## src/bba_pkg.sv

```systemverilog
package bba_pkg;

  localparam int CNT_W  = 13;
  localparam int ADDR_W = 16;
  localparam int STAT_W = 2;

  localparam int NUM_SLOTS_DEF  = 16;
  localparam int REGION_DEF     = 4096;

  localparam logic [CNT_W-1:0] BUCKET_RESET = 13'd1024;

  localparam logic KIND_ALLOC   = 1'b0;
  localparam logic KIND_RELEASE = 1'b1;

  localparam logic [STAT_W-1:0] ST_OK        = 2'd0;
  localparam logic [STAT_W-1:0] ST_NO_SLOT   = 2'd1;
  localparam logic [STAT_W-1:0] ST_TOO_LARGE = 2'd2;
  localparam logic [STAT_W-1:0] ST_NOT_FOUND = 2'd3;

  typedef struct packed {
    logic [CNT_W-1:0] cap;
    logic [CNT_W-1:0] used;
    logic [CNT_W-1:0] rel;
  } slot_entry_t;

endpackage

```

## src/bucket_bump_allocator.sv

```systemverilog
// Channel   Ports                                              Handshake
// -------   -------------------------------------------------  ----------------------------
// request   in_kind, in_request_count, in_address_in           start & !busy
// result    out_address_out, out_status, out_slot_freed        out_valid, one-cycle strobe
// config    cfg_bucket_size                                    cfg_valid & cfg_ready
//
// Every request scans the slot table, one slot-table read per cycle through the shared slot
// compare while unread slots remain, then drains the read pipe and ends in the update/result
// state, after which out_valid strobes. busy stays high from start through the update state;
// the next start is taken while out_valid is up.
// rst_n is synchronous: clears all slot valid bits and sets bucket size to 1024.
// Results cannot be stalled; out_valid lasts exactly one cycle.
module bucket_bump_allocator #(
  parameter int NUM_SLOTS       = bba_pkg::NUM_SLOTS_DEF,
  parameter int REGION_ELEMENTS = bba_pkg::REGION_DEF
) (
  input  logic                        clk,
  input  logic                        rst_n,
  input  logic                        start,
  output logic                        busy,
  input  logic                        in_kind,
  input  logic [bba_pkg::CNT_W-1:0]   in_request_count,
  input  logic [bba_pkg::ADDR_W-1:0]  in_address_in,
  output logic                        out_valid,
  output logic [bba_pkg::ADDR_W-1:0]  out_address_out,
  output logic [bba_pkg::STAT_W-1:0]  out_status,
  output logic                        out_slot_freed,
  input  logic                        cfg_valid,
  output logic                        cfg_ready,
  input  logic [bba_pkg::CNT_W-1:0]   cfg_bucket_size
);

  localparam int SW     = (NUM_SLOTS > 1) ? $clog2(NUM_SLOTS) : 1;
  localparam int CW     = $clog2(NUM_SLOTS + 1);
  localparam int BASE_W = $clog2(NUM_SLOTS * REGION_ELEMENTS + 1);
  localparam int SUM_W  = ((BASE_W > bba_pkg::ADDR_W) ? BASE_W : bba_pkg::ADDR_W) + 1;
  localparam int CNT_W  = bba_pkg::CNT_W;

  localparam logic [1:0] ST_IDLE = 2'd0;
  localparam logic [1:0] ST_SCAN = 2'd1;
  localparam logic [1:0] ST_UPD  = 2'd2;

  logic [1:0]                     state_r;
  logic                           kind_r;
  logic [CNT_W-1:0]               req_n_r;
  logic [bba_pkg::ADDR_W-1:0]     addr_r;
  logic [CNT_W-1:0]               bucket_r;

  logic [CW-1:0]                  cnt_r;
  logic [BASE_W-1:0]              base_r;
  logic                           chk_vld_r;
  logic [SW-1:0]                  chk_idx_r;
  logic [BASE_W-1:0]              chk_base_r;
  bba_pkg::slot_entry_t           rd_data_r;

  logic                           sel_found_r;
  logic [SW-1:0]                  sel_idx_r;
  logic [BASE_W-1:0]              sel_base_r;
  bba_pkg::slot_entry_t           sel_ent_r;
  logic                           free_found_r;
  logic [SW-1:0]                  free_idx_r;
  logic [BASE_W-1:0]              free_base_r;

  logic [NUM_SLOTS-1:0]           slot_vld_r;
  bba_pkg::slot_entry_t           slot_mem [NUM_SLOTS];

  logic                           out_valid_r;
  logic [bba_pkg::ADDR_W-1:0]     out_addr_r;
  logic [bba_pkg::STAT_W-1:0]     out_status_r;
  logic                           out_freed_r;

  logic                           issue;
  logic                           chk_slot_vld;
  logic                           hit;

  // update-cycle results
  logic                           big;
  logic                           too_large;
  logic [CNT_W-1:0]               cap_ord;
  logic [CNT_W-1:0]               cap_new;
  logic [CNT_W:0]                 rel_sum;
  logic [CNT_W-1:0]               rel_sat;
  logic                           wr_en_nxt;
  logic [SW-1:0]                  wr_idx_nxt;
  bba_pkg::slot_entry_t           wr_ent_nxt;
  logic                           set_vld_nxt;
  logic                           clr_vld_nxt;
  logic [SUM_W-1:0]               grant_sum;
  logic [bba_pkg::ADDR_W-1:0]     grant_nxt;
  logic [bba_pkg::STAT_W-1:0]     status_nxt;
  logic                           freed_nxt;

  assign busy            = (state_r != ST_IDLE);
  assign cfg_ready       = (state_r == ST_IDLE);
  assign out_valid       = out_valid_r;
  assign out_address_out = out_addr_r;
  assign out_status      = out_status_r;
  assign out_slot_freed  = out_freed_r;

  assign issue        = (state_r == ST_SCAN) && (cnt_r != CW'(NUM_SLOTS));
  assign chk_slot_vld = slot_vld_r[chk_idx_r];

  bba_slot_cmp #(
    .BASE_W (BASE_W)
  ) u_cmp (
    .kind     (kind_r),
    .slot_vld (chk_slot_vld),
    .req_n    (req_n_r),
    .addr     (addr_r),
    .base     (chk_base_r),
    .ent      (rd_data_r),
    .hit      (hit)
  );

  always_comb begin
    big       = req_n_r > bucket_r;
    too_large = 32'(req_n_r) > 32'(REGION_ELEMENTS);
    cap_ord   = (32'(bucket_r) > 32'(REGION_ELEMENTS)) ? CNT_W'(REGION_ELEMENTS) : bucket_r;
    cap_new   = big ? req_n_r : cap_ord;
    rel_sum   = {1'b0, sel_ent_r.rel} + {1'b0, req_n_r};
    rel_sat   = rel_sum[CNT_W] ? {CNT_W{1'b1}} : rel_sum[CNT_W-1:0];

    wr_en_nxt   = 1'b0;
    wr_idx_nxt  = sel_idx_r;
    wr_ent_nxt  = sel_ent_r;
    set_vld_nxt = 1'b0;
    clr_vld_nxt = 1'b0;
    grant_sum   = '0;
    status_nxt  = bba_pkg::ST_OK;
    freed_nxt   = 1'b0;

    if (kind_r == bba_pkg::KIND_ALLOC) begin
      if (too_large) begin
        status_nxt = bba_pkg::ST_TOO_LARGE;
      end else if (!big && sel_found_r) begin
        wr_en_nxt       = 1'b1;
        wr_ent_nxt.used = sel_ent_r.used + req_n_r;
        grant_sum       = SUM_W'(sel_base_r) + SUM_W'(sel_ent_r.used);
      end else if (free_found_r) begin
        wr_en_nxt   = 1'b1;
        set_vld_nxt = 1'b1;
        wr_idx_nxt  = free_idx_r;
        wr_ent_nxt  = '{cap: cap_new, used: req_n_r, rel: '0};
        grant_sum   = SUM_W'(free_base_r);
      end else begin
        status_nxt = bba_pkg::ST_NO_SLOT;
      end
    end else begin
      if (sel_found_r) begin
        wr_en_nxt      = 1'b1;
        wr_ent_nxt.rel = rel_sat;
        if (rel_sat == sel_ent_r.used) begin
          clr_vld_nxt = 1'b1;
          freed_nxt   = 1'b1;
        end
      end else begin
        status_nxt = bba_pkg::ST_NOT_FOUND;
      end
    end
    grant_nxt = grant_sum[bba_pkg::ADDR_W-1:0];
  end

  // slot table: one read per issuing scan cycle, one write in the update cycle
  always_ff @(posedge clk) begin
    if (issue) begin
      rd_data_r <= slot_mem[cnt_r[SW-1:0]];
    end
    if ((state_r == ST_UPD) && wr_en_nxt) begin
      slot_mem[wr_idx_nxt] <= wr_ent_nxt;
    end
  end

  always_ff @(posedge clk) begin
    if (!rst_n) begin
      state_r      <= ST_IDLE;
      bucket_r     <= bba_pkg::BUCKET_RESET;
      slot_vld_r   <= '0;
      chk_vld_r    <= 1'b0;
      sel_found_r  <= 1'b0;
      free_found_r <= 1'b0;
      out_valid_r  <= 1'b0;
    end else begin
      out_valid_r <= (state_r == ST_UPD);
      if (cfg_valid && cfg_ready) begin
        bucket_r <= cfg_bucket_size;
      end
      chk_vld_r <= issue;
      if (issue) begin
        chk_idx_r  <= cnt_r[SW-1:0];
        chk_base_r <= base_r;
        cnt_r      <= cnt_r + CW'(1);
        base_r     <= BASE_W'(base_r + BASE_W'(REGION_ELEMENTS));
      end
      if (chk_vld_r) begin
        if (hit && !sel_found_r) begin
          sel_found_r <= 1'b1;
          sel_idx_r   <= chk_idx_r;
          sel_base_r  <= chk_base_r;
          sel_ent_r   <= rd_data_r;
        end
        if (!chk_slot_vld && !free_found_r) begin
          free_found_r <= 1'b1;
          free_idx_r   <= chk_idx_r;
          free_base_r  <= chk_base_r;
        end
      end

      unique case (state_r)
        ST_IDLE: begin
          if (start) begin
            kind_r       <= in_kind;
            req_n_r      <= in_request_count;
            addr_r       <= in_address_in;
            cnt_r        <= '0;
            base_r       <= '0;
            sel_found_r  <= 1'b0;
            free_found_r <= 1'b0;
            state_r      <= ST_SCAN;
          end
        end
        ST_SCAN: begin
          // last slot is being checked this cycle
          if (cnt_r == CW'(NUM_SLOTS)) begin
            state_r <= ST_UPD;
          end
        end
        ST_UPD: begin
          if (set_vld_nxt) begin
            slot_vld_r[wr_idx_nxt] <= 1'b1;
          end else if (clr_vld_nxt) begin
            slot_vld_r[wr_idx_nxt] <= 1'b0;
          end
          out_addr_r   <= grant_nxt;
          out_status_r <= status_nxt;
          out_freed_r  <= freed_nxt;
          state_r      <= ST_IDLE;
        end
        default: begin
          state_r <= ST_IDLE;
        end
      endcase
    end
  end

`ifndef NO_ASSERTIONS
  a_result_after_work: assert property (@(posedge clk) disable iff (!rst_n)
    out_valid |-> $past(busy))
    else $error("result strobe without a request in flight");

  a_accept_goes_busy: assert property (@(posedge clk) disable iff (!rst_n)
    (start && !busy) |=> busy)
    else $error("accepted request did not raise busy");

  a_freed_is_ok: assert property (@(posedge clk) disable iff (!rst_n)
    (out_valid && out_slot_freed) |-> (out_status == bba_pkg::ST_OK))
    else $error("slot freed on a failed request");

  a_err_zero_addr: assert property (@(posedge clk) disable iff (!rst_n)
    (out_valid && (out_status != bba_pkg::ST_OK)) |-> (out_address_out == '0))
    else $error("nonzero address on an error status");
`endif

endmodule

```

## src/bba_slot_cmp.sv

```systemverilog
// Per-slot check shared by every step of the scan: fit test for an
// allocate, address range test for a release.
module bba_slot_cmp #(
  parameter int BASE_W = 17
) (
  input  logic                        kind,
  input  logic                        slot_vld,
  input  logic [bba_pkg::CNT_W-1:0]   req_n,
  input  logic [bba_pkg::ADDR_W-1:0]  addr,
  input  logic [BASE_W-1:0]           base,
  input  bba_pkg::slot_entry_t        ent,
  output logic                        hit
);

  localparam int CMP_W = ((BASE_W > bba_pkg::ADDR_W) ? BASE_W : bba_pkg::ADDR_W) + 1;

  logic [bba_pkg::CNT_W:0] fit_sum;
  logic [CMP_W-1:0]        lo;
  logic [CMP_W-1:0]        hi;
  logic [CMP_W-1:0]        a_ext;
  logic                    fits;
  logic                    in_range;

  assign fit_sum  = {1'b0, ent.used} + {1'b0, req_n};
  assign fits     = fit_sum <= {1'b0, ent.cap};
  assign lo       = CMP_W'(base);
  assign hi       = lo + CMP_W'(ent.used);
  assign a_ext    = CMP_W'(addr);
  // end of range is exclusive
  assign in_range = (a_ext >= lo) && (a_ext < hi);
  assign hit      = slot_vld && ((kind == bba_pkg::KIND_RELEASE) ? in_range : fits);

endmodule
```

## config.mk

```make
export PLATFORM = sky130hd
export DESIGN_NAME = bucket_bump_allocator
export DESIGN_NICKNAME = d
export VERILOG_FILES = /design/src/bba_pkg.sv /design/src/bucket_bump_allocator.sv /design/src/bba_slot_cmp.sv
export SDC_FILE = /design/constraint.sdc
export NUM_CORES = 1
export LEC_CHECK = 0
export ABC_AREA = 1
export BUFFER_PORTS_ARGS = -buffer_cell sky130_fd_sc_hd__buf_2
export CORE_MARGIN = 2
export CORE_UTILIZATION = 30
export CTS_CLUSTER_DIAMETER = 50
export DETAILED_ROUTE_END_ITERATION = 6
export PLACE_DENSITY = 0.45
export SLEW_MARGIN = 20
export SYNTH_ARGS = -nofsm -noshare
export SYNTH_HDL_FRONTEND = slang
export SYNTH_SLANG_ARGS = --single-unit
```

## constraint.sdc

```tcl
create_clock -name clk -period 7.55 [get_ports clk]
set_input_delay 0.755 -clock clk [delete_from_list [all_inputs] [get_ports clk]]
set_output_delay 0.755 -clock clk [all_outputs]
set_load 0.03 [all_outputs]
```

## After elaboration in Yosys (flattened, before gate mapping)

Memories as Yosys holds them, arrays and structs flattened. A register that Yosys moved wholly into a read port is not among the register bits.
Index checks and enable logic that the tools add are counted.
W data, S select, Z words.

- Flip-flop bits (word level): 206
- RAM bits: 624
- Bits of input ports: 47
- Output and inout port bits: 22
- Logic and storage cells: 134
- Memories kept: 1

- Add/subtract/negate cells: 7
- Order comparisons: 9
- Equal/unequal tests: 7
- Muxes and demuxes: 59
- Bitwise operators: 3
- Reductions and logical operators: 24

Memories:

| memory | depth | width | rd ports | clocked after memory_dff | write ports | line | RTL |
|---|---|---|---|---|---|---|---|
| slot_mem | 16 | 39 | 1 | 1 | 1 | bucket_bump_allocator.sv:65 | `bba_pkg::slot_entry_t slot_mem [NUM_SLOTS];` |

Operators with widths:

| operator | number |
|---|---|
| $mux W13 | 8 |
| $mux W39 | 2 |
| $mux W16 | 4 |
| $mux W17 | 3 |
| $add A13 B13 Y14 | 2 |
| $gt A13 B13 Y1 const B | 2 |
| $mux W26 | 1 |
| $mux W1 | 25 |
| $add A17 B13 Y18 | 1 |
| $lt A16 B18 Y1 | 1 |
| $add A17 B13 Y17 const B | 1 |
| $ge A16 B17 Y1 | 1 |
| $add A16 B13 Y16 | 1 |
| $and A16 B16 Y16 | 1 |
| $mux W4 | 4 |
| $not A16 Y16 | 1 |
| $or A16 B16 Y16 | 1 |
| $mux W5 | 3 |
| $le A14 B13 Y1 | 1 |
| $add A13 B13 Y13 | 1 |
| $eq A13 B13 Y1 | 1 |
| $gt A13 B13 Y1 | 1 |
| $mux W2 | 6 |
| $lt A4 B5 Y1 const B | 2 |
| other kinds (18) | 35 |

## Longest topological paths before layout

Gate-level depths: netlist (run 1).

- Depth in word-level cells: 14
- Mapped depth: 23

## Modules after synthesis

Synthesis (run 1) repeated with hierarchy kept, for this count alone.

- Cell total of the unflattened synthesis: 3,229
- Area, all modules: 36,638.9 um^2

By module, submodules not included:

| module | instances | cells each | area each (um^2) | seq. area each (um^2) |
|---|---|---|---|---|
| bucket_bump_allocator | 1 | 2,820 | 34,125.2 | 24,303.3 |
| bba_slot_cmp | 1 | 409 | 2,513.7 | 0.0 |

## Worst setup path before layout (run 1)

Ideal clock, no wire load.

- Path type: register -> register
- Start point: register req_n_r[1]
- End point: register sel_base_r[12] (enable)
- Setup time: 0.451 ns
- Arrival time: 5.281 ns
- Setup slack: 1.818 ns
- Stages on the path, launching flop included: 22
- Path through: edfxtp_1 inv_1 fa_1 o31ai_1 a21o_1 a21oi_1 o21ai_0 a21oi_1 o21ai_0 xor2_1 inv_1 ha_1 nand2_1 nor3_1 nand2_1 nand3_1 a21o_1 nand2_1 a21oi_1 nor2_1 nand3_1 nor2_1

- Cells in the longest elaborated chain, start to end: 6

RTL lines:

| what | line | RTL |
|---|---|---|
| start: declaration | bucket_bump_allocator.sv:45 | `logic [CNT_W-1:0] req_n_r;` |
| start signal: assignment | bucket_bump_allocator.sv:212 | `req_n_r <= in_request_count;` |
| $add A13 B13 Y14 | bba_slot_cmp.sv:24 | `assign fit_sum = {1'b0, ent.used} + {1'b0, req_n};` |
| $le A14 B13 Y1 | bba_slot_cmp.sv:25 | `assign fits = fit_sum <= {1'b0, ent.cap};` |
| $mux W1 | bba_slot_cmp.sv:31 | `assign hit = slot_vld && ((kind == bba_pkg::KIND_RELEASE) ? in_range : fits);` |
| $logic_and A1 B1 Y1 | bba_slot_cmp.sv:31 |  |
| $logic_and A1 B1 Y1 | bucket_bump_allocator.sv:195 | `if (hit && !sel_found_r) begin` |
| $reduce_and A3 Y1 (no line) | - |  |
| end signal: assignment | bucket_bump_allocator.sv:198 | `sel_base_r <= chk_base_r;` |
| end: declaration | bucket_bump_allocator.sv:58 | `logic [BASE_W-1:0] sel_base_r;` |

No other way between the ends.
A chain may end at the register's enable or synchronous reset.

## Final worst setup path (run 1)

- Start point: register req_n_r[1]
- End point: register sel_ent_r[7] (netlist bit) (enable)

- Cells in the longest elaborated chain, start to end: 6

RTL lines:

| what | line | RTL |
|---|---|---|
| $add A13 B13 Y14 | bba_slot_cmp.sv:24 |  |
| $le A14 B13 Y1 | bba_slot_cmp.sv:25 |  |
| $mux W1 | bba_slot_cmp.sv:31 |  |
| $logic_and A1 B1 Y1 | bba_slot_cmp.sv:31 |  |
| $logic_and A1 B1 Y1 | bucket_bump_allocator.sv:195 |  |
| $reduce_and A3 Y1 (no line) | - |  |
| end signal: assignment | bucket_bump_allocator.sv:199 | `sel_ent_r <= rd_data_r;` |
| end: declaration | bucket_bump_allocator.sv:59 | `bba_pkg::slot_entry_t sel_ent_r;` |

No other way between the ends.

==> results_dict.tcl, run 1 <==
set metrics [dict create \
    path_cells "inv_1 > fa_1 > o31ai_1 > a21o_1 > a21oi_1 > o21ai_0 > a21oi_1 > o21ai_0 > xor2_1 > inv_1 > ha_1 > nand2_1 > nor3_1 > nand3_1 > nand2_1 > a21oi_1 > nor2_1 > nand3_1 > nor2_4 > buf_4" \
    post-route-util_pct 35.0 \
    cts_tree "yes" \
    rr_startpoint "req_n_r[1]$_DFFE_PP_" \
    cp-startpoint "req_n_r[1]$_DFFE_PP_" \
    required_ns 7.83 \
    die_h_um 348 \
    start_util_pct 30.2 \
    yosysMostFrequentCell "edfxtp_1" \
    arrival_ns 5.59 \
    r2r_cells 20 \
    io_buffers 68 \
    netlist_top_cells_area "edfxtp_1 (67%), o21ai_0 (5.2%), nand2_1 (4.7%), nor2_1 (4.5%), ha_1 (3.1%)" \
    rsz0062_at_grt "false" \
    start_kind "flip-flop" \
    cp_common_cell "a21oi_1" \
    synth_commonest_cells "edfxtp_1 (786), nand2_1 (440), nor2_1 (422)" \
    yosys.area.top_type_share_pct 66.6 \
    first_global_vias 23000 \
    crit_type "flip-flop to flip-flop" \
    tns_ns 0 \
    slew_headroom_pct 11.1 \
    ios 69 \
    hold_class "primary input to flip-flop" \
    core.rowCount 126 \
    cts_buffers 102 \
    critPathMaxStageDelay_ns 0.62 \
    reg2reg_to "sel_ent_r[7]$_DFFE_PP_" \
    antenna_found_initial 2 \
    cts_setup_buffers 0 \
    cts_sinks 821 \
    final_area_um2 41200 \
    clk_pin_slew_worst_paths_ns 0.06 \
    hold_violations 0 \
    clockBufferDepth 3 \
    tightest_slew_ns 1.32 \
    nets 3286 \
    grt_use_total_pct 17.3 \
    hpwlAfterDp_um 59800 \
    cap_viol_max_count 0 \
    vias 23800 \
    coreArea_um2 118000 \
    dieArea_um2 121000 \
    grt_pass1_wl_um 155000 \
    drive_above_1_share_pct 10.8 \
    hold_buffers 0 \
    p_leak_nw 14.4 \
    ys_ff_latch 821 \
    setup_viol 0 \
    whs_ns 0.246 \
    post-route-min-period_ns 5.31 \
    ys.flop_type "edfxtp_1" \
    drc_errors 0 \
    placedInstanceArea_um2 37800 \
    yosys.area.top_type "edfxtp_1" \
    critical_path.slowest_cell "buf_4" \
    async_flop_share_pct 0 \
    htree_levels 3 \
    ir_drop_uv 189 \
    first_iter_violations 1938 \
    fmax_mhz 188 \
    synth_cells 3071 \
    antenna-diode-count 0 \
    min_from "in_address_in[8]" \
    min_to "addr_r[8]$_DFFE_PP_" \
    syn_nets 3210 \
    die_w_um 348 \
    ant_nets 0 \
    grt_max_degree 219 \
    reg2reg_slack_ns 2.24 \
    endpoint_kind "flip-flop" \
    fin_crit_sh_pct 70.4 \
    dpl.cell_count 4579 \
    routabilityCongestion 0.880 \
    path_max_fanout 43 \
    synth_edf_count 786 \
    drv_slew 0 \
    pre_cts_slack_ns 2.29 \
    synth_warnings 0 \
    power_density_nw_per_um2 264 \
    cts_resized 0 \
    routedWlPerCell_um 22.3 \
    clkLatencyLatePin_ns 0.69 \
    outcome "finished clean" \
    netlist_area_um2 35500 \
    fin_worst_skew_ns 0.0444 \
    syn_to_final_growth_pct 16.1 \
    ys_seq_area_share_pct 68.5 \
    whs_path_depth 1 \
    gr-total-overflow 0 \
    fin_cells 4770 \
    synth_area_per_cell_um2 11.5 \
    viasPerCell 4.98 \
    power.total_mw 10.9 \
    synth.distinct_cells 51 \
    dr.pass1.iters 5 \
    drt-total-wl_um 106000 \
    cts_root_buffer "clkbuf_16" \
    final.setup.worst_slack_ns 2.24 \
]
worst max-delay path, delay by kind of cell, from the launching register on:
family	cells	cell delay [ns]
DFF	1	0.53
and+or+nand+nor	7	1.03
buffers and inverters	3	0.91
adders and majority gates	2	0.78
AOI/OAI and AO/OA	7	1.51
xor gates and xnor gates	1	0.16
state kept, by name, indices dropped and copies added (netlist names), 4 cells and up:
signal and flops:
req_n_r 13, cnt_r 5, chk_idx_r 4, free_idx_r 4, free_base_r 4, sel_base_r 4
rd_data_r 39, base_r 5, sel_idx_r 4, slot_mem 624, out_address_out 16, addr_r 16
chk_base_r 5, sel_ent_r 39, slot_vld_r 16, bucket_r 13
power by group:
| part | switching (mW) | total, mW | internal (mW) |
|---|---|---|---|
| logic | 0.639 | 0.911 | 0.271 |
| clock network | 1.97 | 4.88 | 2.91 |
| registers | 0.0658 | 5.09 | 5.02 |
| total | 2.67 | 10.9 | 8.20 |
layout by cell type, fill, tap and decap left out, types with 7 or more instances in the layout:
master	Yosys	routed
nand2_2	7	7
clkbuf_1	130	23
nand3_1	81	81
nor3_1	33	17
xnor2_1	14	14
edfxtp_1	786	786
inv_1	204	201
ha_1	89	89
a21oi_1	84	84
buf_2	8	68
clkinv_2	0	13
clkinv_1	1	12
dfxtp_1	35	35
nand2_1	440	440
o22ai_1	156	156
o21ai_0	370	370
xor2_1	17	17
bufinv_16	0	10
clkinv_4	0	8
nor2_1	422	416
clkbuf_16	0	103
nand4_1	78	78
nor3_2	0	16
nor2_2	12	14
nor4_1	7	7
clkinvlp_4	0	8
o221ai_1	11	11
buf_4	1	53
area by class of cell:
| type | instances | area (um^2) |
|---|---|---|
| Clock buffer | 130 | 2720 |
| Clock inverter | 61 | 668 |
| Fill cell | 11700 | 76400 |
| Inverter | 209 | 795 |
| Multi-Input combinational cell | 1890 | 10000 |
| Sequential cell | 821 | 24300 |
| Tap cell | 1536 | 1920 |
| Timing Repair Buffer | 123 | 778 |
worst max-delay path by stage:
stage / endpoint / slack [ns] / cells past startpoint
2_1_floorplan: sel_base_r[12]$_DFFE_PP_ / 1.82 / 21
3_3_place_gp: sel_ent_r[29]$_DFFE_PP_ / 2.27 / 20
3_5_place_dp: sel_ent_r[33]$_DFFE_PP_ / 2.29 / 20
4_1_cts: sel_ent_r[7]$_DFFE_PP_ / 2.23 / 20
5_1_grt: sel_ent_r[0]$_DFFE_PP_ / 1.85 / 20
6_report: sel_ent_r[7]$_DFFE_PP_ / 2.24 / 20
kinds of logic after synthesis:
group | after synthesis | synth area share, %
simple gates | 1097 | 13.0
flops | 821 | 68.5
compound gates | 669 | 10.5
buf+inv | 360 | 3.91
fa+ha+maj | 92 | 3.31
xor+xnor | 31 | 0.766
other cells | 1 | 0.0106
routing by layer:
| metal | up-vias | GRT usage, % | wire length, um |
|---|---|---|---|
| met5 | - | 0 | 0 |
| met4 | 0 | 5.11 | 2530 |
| met3 | 148 | 2.47 | 5540 |
| met2 | 663 | 27.9 | 48900 |
| met1 | 11700 | 24.2 | 49300 |
| li1 | 11200 | - | - |
Power figures use the tool's default switching activity.
==> run 2, diff against run 1 <==
--- a/config.mk
+++ b/config.mk
@@ -5,13 +5,13 @@
 export SDC_FILE = /design/constraint.sdc
 export NUM_CORES = 1
 export LEC_CHECK = 0
-export ABC_AREA = 1
+export ABC_AREA = 0
 export BUFFER_PORTS_ARGS = -buffer_cell sky130_fd_sc_hd__buf_2
 export CORE_MARGIN = 2
 export CORE_UTILIZATION = 30
 export CTS_CLUSTER_DIAMETER = 50
 export DETAILED_ROUTE_END_ITERATION = 6
-export PLACE_DENSITY = 0.45
+export PLACE_DENSITY = 0.47
 export SLEW_MARGIN = 20
 export SYNTH_ARGS = -nofsm -noshare
 export SYNTH_HDL_FRONTEND = slang
==> constraint.sdc (replaced) <==
create_clock -name clk -period 4.7 [get_ports clk]
set_input_delay 0.47 -clock clk [delete_from_list [all_inputs] [get_ports clk]]
set_output_delay 0.47 -clock clk [all_outputs]
set_load 0.03 [all_outputs]
==> run 2 against run 1 <==
Compared with the run above: power up 61%; count of clock-buffer cells in the layout fell by 7; combinational power up 75%; global-route usage fell by 1.1 points; critical endpoint is now sel_ent_r[36]$_DFFE_PP_.
==> results_dict.tcl, run 2 <==
set metrics [dict create \
    outcome "finished clean" \
    die_w_um 343 \
    p_leak_nw 13.7 \
    rsz0062_at_grt "false" \
    dr.pass1.iters 6 \
    io_buffers 68 \
    fin_worst_skew_ns 0.0401 \
    htree_levels 3 \
    start_util_pct 30.2 \
    path_max_fanout 20 \
    ys.flop_type "edfxtp_1" \
    hpwlAfterDp_um 58300 \
    cts_tree "yes" \
    antenna_found_initial 0 \
    cts_root_buffer "clkbuf_16" \
    sw_frac_of_total_pct 23.1 \
    routabilityCongestion 0.864 \
    grt_use_total_pct 16.2 \
    top_register "slot_mem" \
    dpl.cell_count 3522 \
    slew_headroom_pct 30.1 \
    ir_drop_uv 339 \
    yosys.area.top_type_share_pct 68.5 \
    p_int_mw 13.4 \
    first_global_vias 19500 \
    tns_ns 0 \
    grt_pass1_wl_um 137000 \
    hold_class "primary input to flip-flop" \
    grt_max_degree 116 \
    hold_violations 0 \
    synth.distinct_cells 76 \
    dieArea_um2 118000 \
    sequentialPowerShare_pct 46.9 \
    comb_power_share_pct 9.1 \
    cap_viol_max_count 0 \
    netlist_area_um2 34500 \
    required_ns 5.06 \
    synth_area_per_cell_um2 18.0 \
    endpoint_kind "flip-flop" \
    die_h_um 343 \
    clkPwrFrac_pct 44.1 \
    drt-total-wl_um 95600 \
    crit_type "flip-flop to flip-flop" \
    largest_reg_flops 624 \
    drv_slew 0 \
    cts_sinks 821 \
    synth_cells 1911 \
    fin_cells 3739 \
    final_common_cell "edfxtp_1" \
    core.rowCount 124 \
    ios 69 \
    cts_buffers 98 \
    clockBufferDepth 3 \
    nets 2282 \
    power_density_nw_per_um2 423 \
    post-route-min-period_ns 4.43 \
    setup_viol 0 \
    yosys.area.top_type "edfxtp_1" \
    path_cells "ha_1 > inv_1 > fa_1 > nor2b_1 > o21ai_0 > a21boi_1 > o21ai_0 > nand2b_1 > a21oi_1 > nor2b_1 > nor2_1 > xnor2_1 > ha_1 > a21o_1 > a21o_1 > a21oi_1 > o221a_2 > o2111ai_1 > a41oi_2 > a21oi_2 > nor3_4 > buf_12 > buf_12" \
    clkLatencyLatePin_ns 0.70 \
    viasPerCell 5.01 \
    reg2reg_slack_ns 0.27 \
    ys_seq_area_share_pct 70.5 \
    cp_num_buf_inv 3 \
    async_flop_share_pct 0 \
    synth_warnings 0 \
    syn_nets 2050 \
    antenna-diode-count 0 \
    critical_path.slowest_cell "edfxtp_1" \
    ys_ff_latch 821 \
    fmax_mhz 226 \
    drive_above_1_share_pct 26.4 \
    gr-total-overflow 0 \
    tightest_slew_ns 1.05 \
    drc_errors 0 \
    vias 18700 \
    power_switching_mw 4.04 \
    syn_to_final_growth_pct 20.0 \
    fin_crit_sh_pct 94.2 \
    layout_common_cells "edfxtp_1 (786), mux4_2 (200), nand2_1 (99), clkbuf_16 (99), ha_1 (89)" \
    first_iter_violations 1391 \
    clk_pin_slew_worst_paths_ns 0.06 \
    fill_cells 10700 \
    power.total_mw 17.5 \
    routedWlPerCell_um 25.6 \
    critPathMaxStageDelay_ns 0.43 \
    coreArea_um2 114000 \
    yosysMostFrequentCell "edfxtp_1" \
    ant_nets 0 \
    synth_edf_count 786 \
    synth_commonest_cells "edfxtp_1 (786), mux4_2 (200), nor2_1 (102)" \
    netlist_top_cells_area "edfxtp_1 (68%), mux4_2 (13%), ha_1 (3.2%), dfxtp_1 (2.0%), nor2_1 (1.1%)" \
    start_kind "flip-flop" \
    arrival_ns 4.79 \
    critPathTopFamily "compound AO/OA/AOI/OAI gates" \
    largestRegisters "slot_mem x624, rd_data_r x39, sel_ent_r x39" \
]
-- run 2: changes by cell type after synthesis, sizes merged, moves of 73 or more --
| cell | delta |
|---|---|
| clkbuf | -73 |
| o22ai | -144 |
| nor2 | -333 |
| inv | -152 |
| mux4 | +200 |
| nand2 | -349 |
| o21ai | -317 |
-- run 2: power groups by stage --
stage               combinational (mW)  sequential [mW]  clock, mW
finish                            1.59             8.19       7.70
global route                      1.73             8.19       8.17
CTS                               1.60             8.19       7.89
detailed placement                1.58             8.34          0
global placement                  1.57             8.34          0
floorplan                         1.11             8.27          0
-- run 2: timing repair --
action / 4_1_cts / 5_1_grt
setup buffers: 0 / 1
hold buffers: 31 / 0
endpoints found under the hold margin: 31 / 0
resized for setup: 0 / 6
setup endpoints to repair: 0 / 47
-- run 2: worst paths after layout --
kind                                         startpoint                      end  cells past startpoint
worst max register to register  rd_data_r[13]$_DFFE_PP_  sel_ent_r[36]$_DFFE_PP_                     23
worst min-delay path                in_request_count[4]     req_n_r[4]$_DFFE_PP_                      1
worst min register to register   rd_data_r[8]$_DFFE_PP_   sel_ent_r[8]$_DFFE_PP_                      0
worst max-delay path            rd_data_r[13]$_DFFE_PP_  sel_ent_r[36]$_DFFE_PP_                     23
-- run 2: through the flow --
stage / setup slack, ns / hold slack [ns] / utilization (%) / cell area, um^2
3_3_place_gp: 0.274 / 0.414 / 32.9 / 37600
5_1_grt: 0.00667 / 0.0121 / 36.2 / 41300
3_5_place_dp: 0.252 / 0.410 / 33.0 / 37600
2_1_floorplan: -0.142 / 0.400 / - / 34500
4_1_cts: 0.185 / 0.0107 / 36.1 / 41300
6_report: 0.271 / 0.0396 / 36.2 / 41300
-- run 2: layer usage --
metal,vias to the layer above,wire length [um],global-route usage (%)
li1,8207,-,-
met1,9931,43600,22.6
met2,474,46400,26.8
met3,117,4030,2.30
met4,0,1520,3.69
met5,-,0,0
-- run 2: logic make-up after synthesis --
| logic type | share of synthesized area, % |
|---|---|
| adders and majority gates | 3.41 |
| buffers and inverters | 1.48 |
| xor gates and xnor gates | 1.30 |
| other | 0.0109 |
| muxes | 13.3 |
| and+or+nand+nor | 5.05 |
| DFF | 70.5 |
| AOI/OAI and AO/OA | 4.93 |
-- run 2: layout make-up --
cell class	count	area [um^2]	share of cell area, %
clock inverters	61	786	1.90
repair buffers	207	1740	4.21
inverters	56	210	0.508
multi-input cells	959	9870	23.9
clock buffers	123	2550	6.16
flip-flops and latches	821	24300	58.8
well taps	1512	1890	4.58
-- run 2: worst register-to-register path, stage by stage, from the launching register on --
cell and delay (ns):
edfxtp_1 0.43, ha_1 0.22, inv_1 0.07, fa_1 0.21, nor2b_1 0.06, o21ai_0 0.22
a21boi_1 0.12, o21ai_0 0.17, nand2b_1 0.11, a21oi_1 0.23, nor2b_1 0.07, nor2_1 0.11
xnor2_1 0.15, ha_1 0.27, a21o_1 0.16, a21o_1 0.17, a21oi_1 0.13, o221a_2 0.20
o2111ai_1 0.13, a41oi_2 0.24, a21oi_2 0.07, nor3_4 0.21, buf_12 0.15, buf_12 0.18
